File: config.mk
export PLATFORM = sky130hd
export DESIGN_NAME = fodf_cell
export DESIGN_NICKNAME = d
export VERILOG_FILES = /design/src/hdl/fodf_pkg.sv /design/src/hdl/fodf_cell.sv
export SDC_FILE = /design/constraint.sdc
export NUM_CORES = 1
export LEC_CHECK = 0
export ABC_AREA = 1
export ABC_CLOCK_PERIOD_IN_PS = 1050
export BUFFER_PORTS_ARGS = -buffer_cell sky130_fd_sc_hd__buf_2
export CAP_MARGIN = 5
export CORE_ASPECT_RATIO = 1.1
export CORE_MARGIN = 3
export CORE_UTILIZATION = 33
export CTS_BUF_LIST = sky130_fd_sc_hd__clkbuf_2 sky130_fd_sc_hd__clkbuf_4 sky130_fd_sc_hd__clkbuf_8
export CTS_CLUSTER_SIZE = 14
export DETAILED_ROUTE_END_ITERATION = 7
export GPL_TIMING_DRIVEN = 0
export HOLD_SLACK_MARGIN = 0.15
export SLEW_MARGIN = 0
export SYNTH_ARGS = -nofsm -noshare
export SYNTH_HDL_FRONTEND = slang
export SYNTH_SLANG_ARGS = --single-unit
File: constraint.sdc
create_clock -name clk_i -period 1.05 [get_ports clk_i]
set_clock_uncertainty 0.05 [all_clocks]
set_input_delay 0.21 -clock clk_i [delete_from_list [all_inputs] [get_ports clk_i]]
set_output_delay 0.21 -clock clk_i [all_outputs]
set_load 0.005 [all_outputs]
File: src/hdl/fodf_pkg.sv
// fodf_pkg: request types and probe type for the first-occurrence dedup filter.
// No dependencies; used by every file under hdl.
package fodf_pkg;

  localparam int unsigned ValueW = 32;
  localparam int unsigned DcntW  = 7;

  typedef struct packed {
    logic signed [ValueW-1:0] value;
    logic                     last_item;
  } in_req_t;

  typedef struct packed {
    logic signed [ValueW-1:0] value_out;
    logic                     keep;
    logic [DcntW-1:0]         distinct_count;
    logic                     overflow;
    logic                     last_out;
  } out_req_t;

  // Search token that walks the cell chain.
  typedef struct packed {
    logic                     valid;
    logic signed [ValueW-1:0] value;
    logic                     found;
    logic                     last;
  } probe_t;

endpackage

File: src/hdl/fodf_cell.sv
// fodf_cell: one table entry of the dedup chain, compares the passing probe
// and captures it when this cell is the first free slot. Depends on fodf_pkg.
module fodf_cell #(
  parameter int unsigned CountW = 7,
  parameter int unsigned Idx    = 0
) (
  input  logic                clk_i,
  input  logic                rst_ni,
  input  logic                adv_i,
  input  logic [CountW-1:0]   count_i,
  input  fodf_pkg::probe_t    probe_i,
  output fodf_pkg::probe_t    probe_o
);
  import fodf_pkg::*;

  localparam logic [CountW-1:0] CellIdx = CountW'(Idx);

  logic signed [ValueW-1:0] entry_q;
  probe_t                   probe_d, probe_q;
  logic                     occupied, tail, hit, wr_en;

  assign occupied = CellIdx < count_i;
  assign tail     = CellIdx == count_i;
  assign hit      = probe_i.valid && occupied && (entry_q == probe_i.value);
  assign wr_en    = adv_i && probe_i.valid && tail && !probe_i.found;

  always_comb begin
    probe_d       = probe_i;
    probe_d.found = probe_i.found | hit;
  end

  always_ff @(posedge clk_i) begin
    if (wr_en) begin
      entry_q <= probe_i.value;
    end
  end

  always_ff @(posedge clk_i or negedge rst_ni) begin
    if (!rst_ni) begin
      probe_q <= '0;
    end else if (adv_i) begin
      probe_q <= probe_d;
    end
  end

  assign probe_o = probe_q;

endmodule

==> results of run 1 <==
-- state kept, by name, summed over array words and instances (netlist names) --
name / count
entry_q: 32
probe_o: 35
-- cell type report --
cell class / count / share of cell area [%]
Clock buffer: 10 / 3.067
Timing Repair Buffer: 164 / 27.47
Buffer: 7 / 0.7250
Multi-Input combinational cell: 183 / 19.94
Sequential cell: 67 / 40.94
Inverter: 41 / 3.430
Clock inverter: 6 / 1.422
Tap cell: 108 / 3.012
-- path summary, 6_finish.rpt --
check	startpoint	depth (start not counted)	slack [ns]	end
max reg2reg	entry_q[10]$_DFFE_PP_	7	-0.18	probe_o[1]$_DFFE_PN0P_
min	rst_ni	1	-0.07	probe_o[12]$_DFFE_PN0P_
max	entry_q[10]$_DFFE_PP_	7	-0.18	probe_o[1]$_DFFE_PN0P_
min reg2reg	probe_o[20]$_DFFE_PN0P_	2	0.42	probe_o[20]$_DFFE_PN0P_
min in group clk_i	probe_i[5]	8	0.30	probe_o[1]$_DFFE_PN0P_
max in group asynchronous	rst_ni	1	0.48	probe_o[6]$_DFFE_PN0P_
-- metrics by stage --
stage | hold slack [ns] | worst slack (ns) | instances
detailed placement | 0.3239 | -0.5823 | 487
floorplan | -0.1356 | -0.8882 | 298
finish | -0.07309 | -0.1808 | 586
global route | -0.02610 | -0.3207 | 586
CTS | -0.05072 | -0.1849 | 577
global placement | 0.3123 | -1.578 | 485
-- logic make-up (layout without fill, tap and decap cells) --
kind of cell | after synthesis | in the layout | share of synthesized area [%]
simple gates | 150 | 150 | 21.44
xor+xnor | 11 | 11 | 3.389
flops | 67 | 67 | 64.61
buf+inv | 48 | 228 | 6.558
compound gates | 22 | 22 | 4.005
-- per-layer routing --
layer | up-vias | routed length, um | share of wire [%]
li1 | 1276 | - | -
met1 | 1194 | 3180 | 42
met2 | 58 | 3907 | 52
met3 | 4 | 402 | 5.3
met4 | 0 | 68 | 0.90
met5 | - | 0 | 0
-- cells in the final DEF, fill, tap and decap left out, drive strengths merged --
cell	n
nor2	20
nand3	5
nor4	1
dfrtp	35
xnor2	11
bufinv	1
clkbuf	13
nand2	115
nand4	5
inv	42
a21oi	1
buf	111
or2	4
clkinv	2
edfxtp	32
o21ai	21
clkinvlp	2
dlygate4sd3	57
-- where the power goes --
| part | switching, uW | total [uW] | internal [uW] |
|---|---|---|---|
| Combinational | 382 | 863 | 482 |
| Clock | 1020 | 2180 | 1160 |
| Sequential | 62.5 | 2930 | 2870 |
-- critical path, stage by stage (launching register included) --
cell and delay [ns]:
edfxtp_1 0.41, xnor2_2 0.15, nand3_2 0.10, nor2_4 0.13
nand2_2 0.07, nor2_2 0.10, nand2_1 0.06, a21oi_2 0.10
-- timing repair --
item / in CTS / in global routing
pin swaps: 1 / 6
endpoints found under the setup margin: 68 / 67
setup buffers: 18 / 6
cloned: 1 / 1
gates resized for setup: 4 / 15
hold endpoints to repair: 102 / 38
hold buffers: 55 / 2
==> parameters.txt, run 1 <==
Parameter                              Value

Status
  Run status ... finished with violations
  Violations in the final reports ... hold timing, setup timing

Clocking
  Insertion delay to the later sink of the worst-skew pair ... 0.34 ns
  Sink Count ... 67
  H-tree depth ... 3
  Clk slew on worst S/H paths ... 0.08 ns
  Number of buffers added by the clock tree synthesis step ... 9
  Maximum number of buffers from clock root to sink ... 2
  Clock root buffer master ... clkbuf_8
  CTS tree ... yes

Cells and area
  Cell area after layout ... 4487 um2
  Share of layout cells above drive strength 1 ... 31.59%
  Area overhead of the layout relative to synthesis ... 57.83%
  Area occupied by multi-input gates ... 894.6 um2
  Reg area ... 1837 um2
  Count of nets after finishing ... 518
  Number of antenna diodes ... 0
  Count of filler cells inserted in the layout ... 781
  Post-route core utilization ... 55.22%

Placement
  Count of input and output buffers ... 79
  Routability congestion estimate from global placement ... 0.7297
  Placed inst area ... 3427 um2
  Detailed-placement wirelength estimate ... 4766 um

Yosys
  Post-synth EDFFs ... 32
  Number of nets produced by synthesis ... 343
  Dominant synthesized flop cell ... dfrtp_1
  Yosys top cell by area ... edfxtp_1
  Top cells by instance count after synthesis ... 114 x nand2_1, 36 x inv_1, 35 x dfrtp_1, 32 x edfxtp_1, 17 x nor2_1
  Leading cell types by total area after synthesis ... edfxtp_1 34%, dfrtp_1 31%, nand2_1 15%
  Cells after Synth ... 298
  Yosys top cell area share ... 33.80%
  Leading cell type by number of instances after synthesis ... nand2_1
  Synth Warn # ... 0
  Number of flip-flops and latches in the synthesized netlist ... 67
  Sequential element share of the synthesized area ... 64.61%
  Synth Cell Area ... 2843 um2
  Number of distinct library cell variants in the gate-level netlist after synthesis ... 21
  Async set or reset register ratio after synthesis ... 52.24%
  Post-synthesis area per instance ... 9.539 um2

GRT
  Pin count of the biggest net entering global routing ... 36
  Number of antenna violations at the first check in global routing ... 0
  Met2 usage in global routing ... 30.40%
  Met3 global-route usage ... 4.052%
  Global Route Usage Sum ... 16.83%
  Wire length of the first global-routing pass ... 12420 um
  Met1 track utilization from global routing ... 19.52%
  Grt peak-use layer ... met2
  Global route total overflow ... 0
  Vias in the first global route ... 2614

Route
  Number of DRC violations after detailed-routing iteration 0 ... 95
  Final WL ... 7558 um
  DRC errors left ... 0
  First-pass detailed-route iteration total ... 4
  Number of nets with antenna violations after routing ... 0
  Routed via count ... 2532
  DR vias/cell ... 4.321
  Per-cell routed wire length ... 12.90 um

STA
  Max Fclk ... 0.8125 GHz
  Minimum clock period ... 1.231 ns
  Part of the cycle the worst path needs ... 117.2%
  Final Hold Slack ... -0.07309 ns
  RSZ-0062 raised after global routing ... yes
  Transition time at the pin with the least slew margin ... 0.8570 ns
  Final hold violations ... 35
  Final setup violation count ... 36
  Max Slew Vio Count ... 0
  Final sum of negative setup slack ... -2.126 ns
  Final WS setup ... -0.1808 ns
  Worst slew slack as a fraction of its limit ... 42.87%

Floorplanning
  DIE AREA ... 9766 um2
  Row count ... 34
  Boundary Pins ... 80
  Effective utilization at floorplan ... 34.99%
  Vert. Die Dim ... 103.3 um
  Core area ... 8125 um2
  Die Wd ... 94.50 um

Critical path
  Worst-path fanout max ... 1
  CP Data Arrival Time ... 1.45 ns
  Category of the critical setup timing path ... reg -> reg
  Launching element type of the critical path ... register
  Data required, critical path ... 1.27 ns
  Type of element capturing the critical path ... register

Power
  Final total power ... 5981 uW
  Worst IR drop on VDD ... 0.8271 mV
  Power per cell area ... 1333 nW/um2
  Leakage power of the design ... 0.002173 uW

Job
  Maximum Capacitance Violations ... 0

Hold path
  Type of the most critical hold path ... in -> async
Power figures use the tool's default switching activity.
==> run 2: changes to the inputs <==
- ABC_AREA: 1 -> default
- SKIP_LAST_GASP: default -> 1
==> parameters.txt, run 2 <==
Parameter                              Value

Critical path
  Launching element type of the critical path ... register
  Worst-path fanout max ... 1
  Origin of the critical flop-to-flop path ... entry_q[4]$_DFFE_PP_
  Category of the critical setup timing path ... reg -> reg
  CP Data Arrival Time ... 1.71 ns
  Peak per-stage delay on the critical path ... 0.39 ns
  Type of element capturing the critical path ... register
  Setup slack of the most critical reg-to-reg path ... -0.45 ns
  Depth of the worst register-to-register path ... 5
  Cell-by-cell trace of the critical path ... xor2_1 -> nor4_1 -> nand3_1 -> nor4_2 -> a211o_1
  Sum of buffers and inverters on the critical path ... 0
  Slowest stage cell, crit path ... edfxtp_1
  Data required, critical path ... 1.26 ns
  Family with the most delay on the worst path ... simple AND/OR/NAND/NOR gates
  Worst r2r dst ... probe_o[1]$_DFFE_PN0P_

Status
  Run status ... finished with violations
  Violations in the final reports ... hold timing, setup timing

Floorplanning
  Core area ... 7639 um2
  Effective utilization at floorplan ... 34.74%
  Die Wd ... 91.50 um
  Row count ... 33
  Boundary Pins ... 80
  DIE AREA ... 9155 um2
  Vert. Die Dim ... 100.1 um

STA
  Final setup violation count ... 68
  Max Fclk ... 0.6687 GHz
  Final WS setup ... -0.4456 ns
  Max Slew Vio Count ... 0
  RSZ-0062 raised after global routing ... yes
  Final Hold Slack ... -0.08101 ns
  Final hold violations ... 35
  Part of the cycle the worst path needs ... 142.4%
  Worst slew slack as a fraction of its limit ... 43.88%
  Minimum clock period ... 1.496 ns
  Transition time at the pin with the least slew margin ... 0.8418 ns

Yosys
  Yosys top cell by area ... edfxtp_1
  Top cells by instance count after synthesis ... 35 x dfrtp_1, 33 x mux2_2, 32 x edfxtp_1, 27 x xor2_1, 5 x xnor2_1
  Yosys top cell area share ... 36.21%
  Synth Cell Area ... 2654 um2
  Largest family of logic cells by synthesized area ... multiplexers
  Leading cell types by total area after synthesis ... edfxtp_1 36%, dfrtp_1 33%, mux2_2 14%
  Async set or reset register ratio after synthesis ... 52.24%
  Post-synthesis area per instance ... 16.90 um2
  Synth Warn # ... 0
  Multiplexer fraction of the synthesized cell area ... 14.00%
  Number of nets produced by synthesis ... 202
  Synthesized-area fraction occupied by adder cells ... 0%
  Dominant synthesized flop cell ... dfrtp_1
  Xor and xnor fraction of the mapped netlist area ... 10.56%
  Post-synth EDFFs ... 32
  Basic-gate share of the synthesized area counting and, or, nand and nor cells ... 4.809%
  Sequential element share of the synthesized area ... 69.21%
  Cells after Synth ... 157
  Leading cell type by number of instances after synthesis ... dfrtp_1
  Number of distinct library cell variants in the gate-level netlist after synthesis ... 16
  Share of the synthesized area in compound gates (AO/OA/AOI/OAI) ... 0.5186%
  Number of flip-flops and latches in the synthesized netlist ... 67

Cells and area
  Area occupied by multi-input gates ... 837.1 um2
  Count of filler cells inserted in the layout ... 685
  Reg area ... 1837 um2
  Count of nets after finishing ... 340
  Cell area after layout ... 3996 um2
  Area overhead of the layout relative to synthesis ... 50.59%
  Leading cell type in the layout, fill and taps excluded ... buf_2
  Commonest cells after routing, fill and taps aside ... 77 x buf_2, 35 x dfrtp_1, 34 x dlygate4sd3_1
  Share of layout cells above drive strength 1 ... 52.00%
  Max reg flops ... 35
  Number of antenna diodes ... 0

Clocking
  Sink Count ... 67
  Insertion delay to the later sink of the worst-skew pair ... 0.33 ns
  CTS tree ... yes
  Clk slew on worst S/H paths ... 0.07 ns
  Maximum number of buffers from clock root to sink ... 2
  Clock root buffer master ... clkbuf_8
  Number of buffers added by the clock tree synthesis step ... 9
  H-tree depth ... 3
  Number of hold buffers added after CTS ... 34

GRT
  Vias in the first global route ... 1951
  Pin count of the biggest net entering global routing ... 36
  Wire length of the first global-routing pass ... 9777 um
  Number of antenna violations at the first check in global routing ... 0
  Global Route Usage Sum ... 14.07%
  Global route total overflow ... 0

Route
  Per-cell routed wire length ... 15.57 um
  Number of DRC violations after detailed-routing iteration 0 ... 43
  Number of nets with antenna violations after routing ... 0
  Final WL ... 6304 um
  Routed length on met2 ... 3352 um
  Met3 routed wirelength ... 222 um
  Wire length on met1 ... 2643 um
  Routed via count ... 1801
  Top routing layer used ... met4
  DR vias/cell ... 4.447
  First-pass detailed-route iteration total ... 3
  DRC errors left ... 0

Power
  Power per cell area ... 1473 nW/um2
  Worst IR drop on VDD ... 0.7131 mV
  Leakage power of the design ... 0.001678 uW

Placement
  Placed inst area ... 3243 um2
  Count of input and output buffers ... 78
  Routability congestion estimate from global placement ... 0.7237
  Setup slack at placement ... -1.005 ns
  Detailed-placement wirelength estimate ... 3885 um

Hold path
  Type of the most critical hold path ... in -> async

Job
  Maximum Capacitance Violations ... 0
-- run 2: changes by cell type in the layout (fill, tap and decap cells not counted), moves of 6 or more --
cell / delta
nand2_1: -111
inv_1: -35
mux2_2: +33
xor2_1: +27
dlygate4sd3_1: -23
buf_4: -15
o21ai_1: -15
nor2_1: -12
nor4_2: +6
-- run 2: worst max path at each step --
stage,from,endpoint,cells past startpoint
2_1_floorplan,count_i[3],entry_q[0]$_DFFE_PP_,3
3_3_place_gp,count_i[3],entry_q[15]$_DFFE_PP_,4
3_5_place_dp,count_i[3],entry_q[15]$_DFFE_PP_,5
4_1_cts,entry_q[30]$_DFFE_PP_,probe_o[1]$_DFFE_PN0P_,5
5_1_grt,entry_q[30]$_DFFE_PP_,probe_o[1]$_DFFE_PN0P_,5
6_report,entry_q[4]$_DFFE_PP_,probe_o[1]$_DFFE_PN0P_,5
-- run 2: kinds of logic (layout without fill, tap and decap cells) --
logic type | Yosys count | in the layout
AOI/OAI and AO/OA | 2 | 2
xor gates and xnor gates | 32 | 32
buffers and inverters | 5 | 148
DFF | 67 | 67
muxes | 33 | 33
and+or+nand+nor | 18 | 18
-- run 2: stage by stage --
| step | utilization, % | total power [uW] | hold WS [ns] | TNS (ns) | cells |
|---|---|---|---|---|---|
| after CTS | 51.04 | 5963 | -0.04934 | -7.511 | 398 |
| after floorplan | - | 3248 | -0.1356 | -26.69 | 157 |
| final | 52.32 | 5888 | -0.08101 | -6.910 | 405 |
| after detailed placement | 42.46 | 3594 | 0.3238 | -32.00 | 341 |
| after global placement | 42.10 | 3576 | 0.3142 | -44.31 | 340 |
| after global routing | 52.32 | 6181 | -0.01777 | -9.387 | 405 |
-- run 2: area by class of cell --
| class | instances | area share (%) |
|---|---|---|
| clock inverter | 2 | 0.8766 |
| multi-input combinational | 85 | 20.95 |
| sequential | 67 | 45.96 |
| inverter | 1 | 0.09393 |
| clock buffer | 14 | 4.352 |
| tap | 105 | 3.287 |
| timing repair buffer | 127 | 23.48 |
| buffer | 4 | 1.002 |
-- run 2: timing repair --
item | 4_1_cts | 5_1_grt
hold endpoints to repair | 102 | 36
gates resized for setup | 3 | 11
setup endpoints to repair | 68 | 68
pin swaps | 3 | 3
buffers inserted | 6 | 6
cloned | 1 | 3
-- run 2: per-layer routing --
layer / track usage, % / vias up
met2: 24.40 / 41
met1: 17.03 / 900
li1: - / 852
met5: 0 / -
met3: 3.373 / 8
met4: 5.220 / 0
-- run 2: where the power goes --
| group | total [uW] | internal [uW] | switching, uW |
|---|---|---|---|
| combinational | 727 | 429 | 298 |
| sequential | 2950 | 2890 | 61.6 |
| clock | 2210 | 1300 | 907 |
-- run 2: worst register-to-register path: stages, from the launching register on --
cell and delay (ns):
edfxtp_1 0.39, xor2_1 0.16, nor4_1 0.28, nand3_1 0.17, nor4_2 0.25, a211o_1 0.13
==> run 3: changes to the inputs <==
- CTS_BUF_LIST: sky130_fd_sc_hd__clkbuf_2 sky130_fd_sc_hd__clkbuf_4 sky130_fd_sc_hd__clkbuf_8 -> default
==> parameters.txt, run 3 (same netlist as run 2, synthesis figures left out) <==
Parameter                              Value

Clocking
  Insertion delay to the later sink of the worst-skew pair ... 0.33 ns
  Clock root buffer master ... clkbuf_8
  H-tree depth ... 3
  CTS tree ... yes
  Maximum number of buffers from clock root to sink ... 2
  Clk slew on worst S/H paths ... 0.07 ns
  Sink Count ... 67
  Number of hold buffers added after CTS ... 34
  Number of buffers added by the clock tree synthesis step ... 9

STA
  Max Fclk ... 0.6714 GHz
  Minimum clock period ... 1.489 ns
  Final hold violations ... 35
  Part of the cycle the worst path needs ... 141.8%
  Final setup violation count ... 68
  Transition time at the pin with the least slew margin ... 0.8368 ns
  Final sum of negative setup slack ... -6.801 ns
  Final Hold Slack ... -0.08031 ns
  Max Slew Vio Count ... 0
  RSZ-0062 raised after global routing ... yes
  Worst slew slack as a fraction of its limit ... 44.21%
  Final WS setup ... -0.4393 ns

Cells and area
  Number of standard cells in the final layout excluding fillers ... 402
  Share of layout cells above drive strength 1 ... 50.51%
  Cell area after layout ... 3920 um2
  Max reg flops ... 35
  Area overhead of the layout relative to synthesis ... 47.71%
  Count of nets after finishing ... 337
  Number of antenna diodes ... 0
  Leading cell type in the layout, fill and taps excluded ... buf_2
  Commonest cells after routing, fill and taps aside ... 77 x buf_2, 35 x dfrtp_1, 34 x dlygate4sd3_1

Route
  First-pass detailed-route iteration total ... 4
  DRC errors left ... 0
  Routed via count ... 1755
  DR vias/cell ... 4.366
  Number of DRC violations after detailed-routing iteration 0 ... 38
  Final WL ... 6056 um
  Number of nets with antenna violations after routing ... 0
  Per-cell routed wire length ... 15.06 um

Power
  Leakage power of the design ... 0.001640 uW
  Power per cell area ... 1479 nW/um2
  Worst IR drop on VDD ... 0.7199 mV

Critical path
  CP Data Arrival Time ... 1.70 ns
  Origin of the critical flop-to-flop path ... entry_q[4]$_DFFE_PP_
  Data required, critical path ... 1.26 ns
  Launching element type of the critical path ... register
  Type of element capturing the critical path ... register
  Worst r2r dst ... probe_o[1]$_DFFE_PN0P_
  Depth of the worst register-to-register path ... 5
  Category of the critical setup timing path ... reg -> reg
  Worst-path fanout max ... 1
  Setup slack of the most critical reg-to-reg path ... -0.44 ns

Placement
  Placed inst area ... 3243 um2
  Routability congestion estimate from global placement ... 0.7237
  Count of input and output buffers ... 78
  Detailed-placement wirelength estimate ... 3885 um
  Setup slack at placement ... -1.005 ns
  Number of instances in the placed design ... 341

Floorplanning
  Core area ... 7639 um2
  Die Wd ... 91.50 um
  Boundary Pins ... 80
  Row count ... 33
  DIE AREA ... 9155 um2
  Vert. Die Dim ... 100.1 um
  Effective utilization at floorplan ... 34.74%

GRT
  Vias in the first global route ... 1940
  Global Route Usage Sum ... 13.97%
  Wire length of the first global-routing pass ... 9715 um
  Global route total overflow ... 0
  Number of antenna violations at the first check in global routing ... 0
  Pin count of the biggest net entering global routing ... 36

Hold path
  Type of the most critical hold path ... in -> async

Status
  Violations in the final reports ... hold timing, setup timing
  Run status ... finished with violations

Job
  Maximum Capacitance Violations ... 0
-- run 3: cell types whose count changed in the layout (fill, tap and decap cells not counted) --
cell / before / now
buf_4: 9 / 10
clkbuf_16: 2 / 0
clkbuf_1: 0 / 3
clkbuf_4: 3 / 0
buf_6: 6 / 4
-- run 3: worst max-delay path, cell delays in order (launching register included) --
cell      delay (ns)
edfxtp_1        0.39
xor2_1          0.15
nor4_1          0.28
nand3_1         0.17
nor4_2          0.25
a211o_1         0.13
-- run 3: final cells by class --
| cell class | count | area, um2 |
|---|---|---|
| fillers | 706 | 3719 |
| flip-flops and latches | 67 | 1837 |
| repair buffers | 124 | 873.3 |
| multi-input cells | 85 | 837.1 |
| clock buffers | 14 | 162.7 |
| well taps | 105 | 131.4 |
| plain buffers | 4 | 40.04 |
| clock inverters | 2 | 35.03 |
| inverters | 1 | 3.754 |
-- run 3: report_power, final --
group	leakage, uW	switching [uW]	internal [uW]
Clock	0.000101	899	1230
Combinational	0.000842	296	428
Sequential	0.000698	61.0	2890
-- run 3: how the worst max path moves through the flow --
stage	startpoint	to	slack, ns	cells past startpoint
2_1_floorplan	count_i[3]	entry_q[0]$_DFFE_PP_	-0.83	3
3_3_place_gp	count_i[3]	entry_q[15]$_DFFE_PP_	-1.33	4
3_5_place_dp	count_i[3]	entry_q[15]$_DFFE_PP_	-1.00	5
4_1_cts	entry_q[30]$_DFFE_PP_	probe_o[1]$_DFFE_PN0P_	-0.46	5
5_1_grt	entry_q[30]$_DFFE_PP_	probe_o[1]$_DFFE_PN0P_	-0.58	5
6_report	entry_q[4]$_DFFE_PP_	probe_o[1]$_DFFE_PN0P_	-0.44	5
-- run 3: through the flow --
stage	utilization, %	total power (uW)
6_report	51.32	5799
5_1_grt	51.32	6098
4_1_cts	50.89	5883
3_5_place_dp	42.46	3594
3_3_place_gp	42.10	3576
2_1_floorplan	-	3248
-- run 3: per-layer routing --
metal,share of wire (%),routed length (um),track usage (%)
met1,42,2543,17.10
met2,53,3205,23.95
met3,3.7,227,3.373
met4,1.3,78,5.220
met5,0,0,0
-- run 3: timing repair --
item,4_1_cts,5_1_grt
setup endpoints to repair,68,68
pin swaps,3,2
resized for setup,3,10
setup buffers,6,6
gates cloned,1,0
hold endpoints to repair,102,36
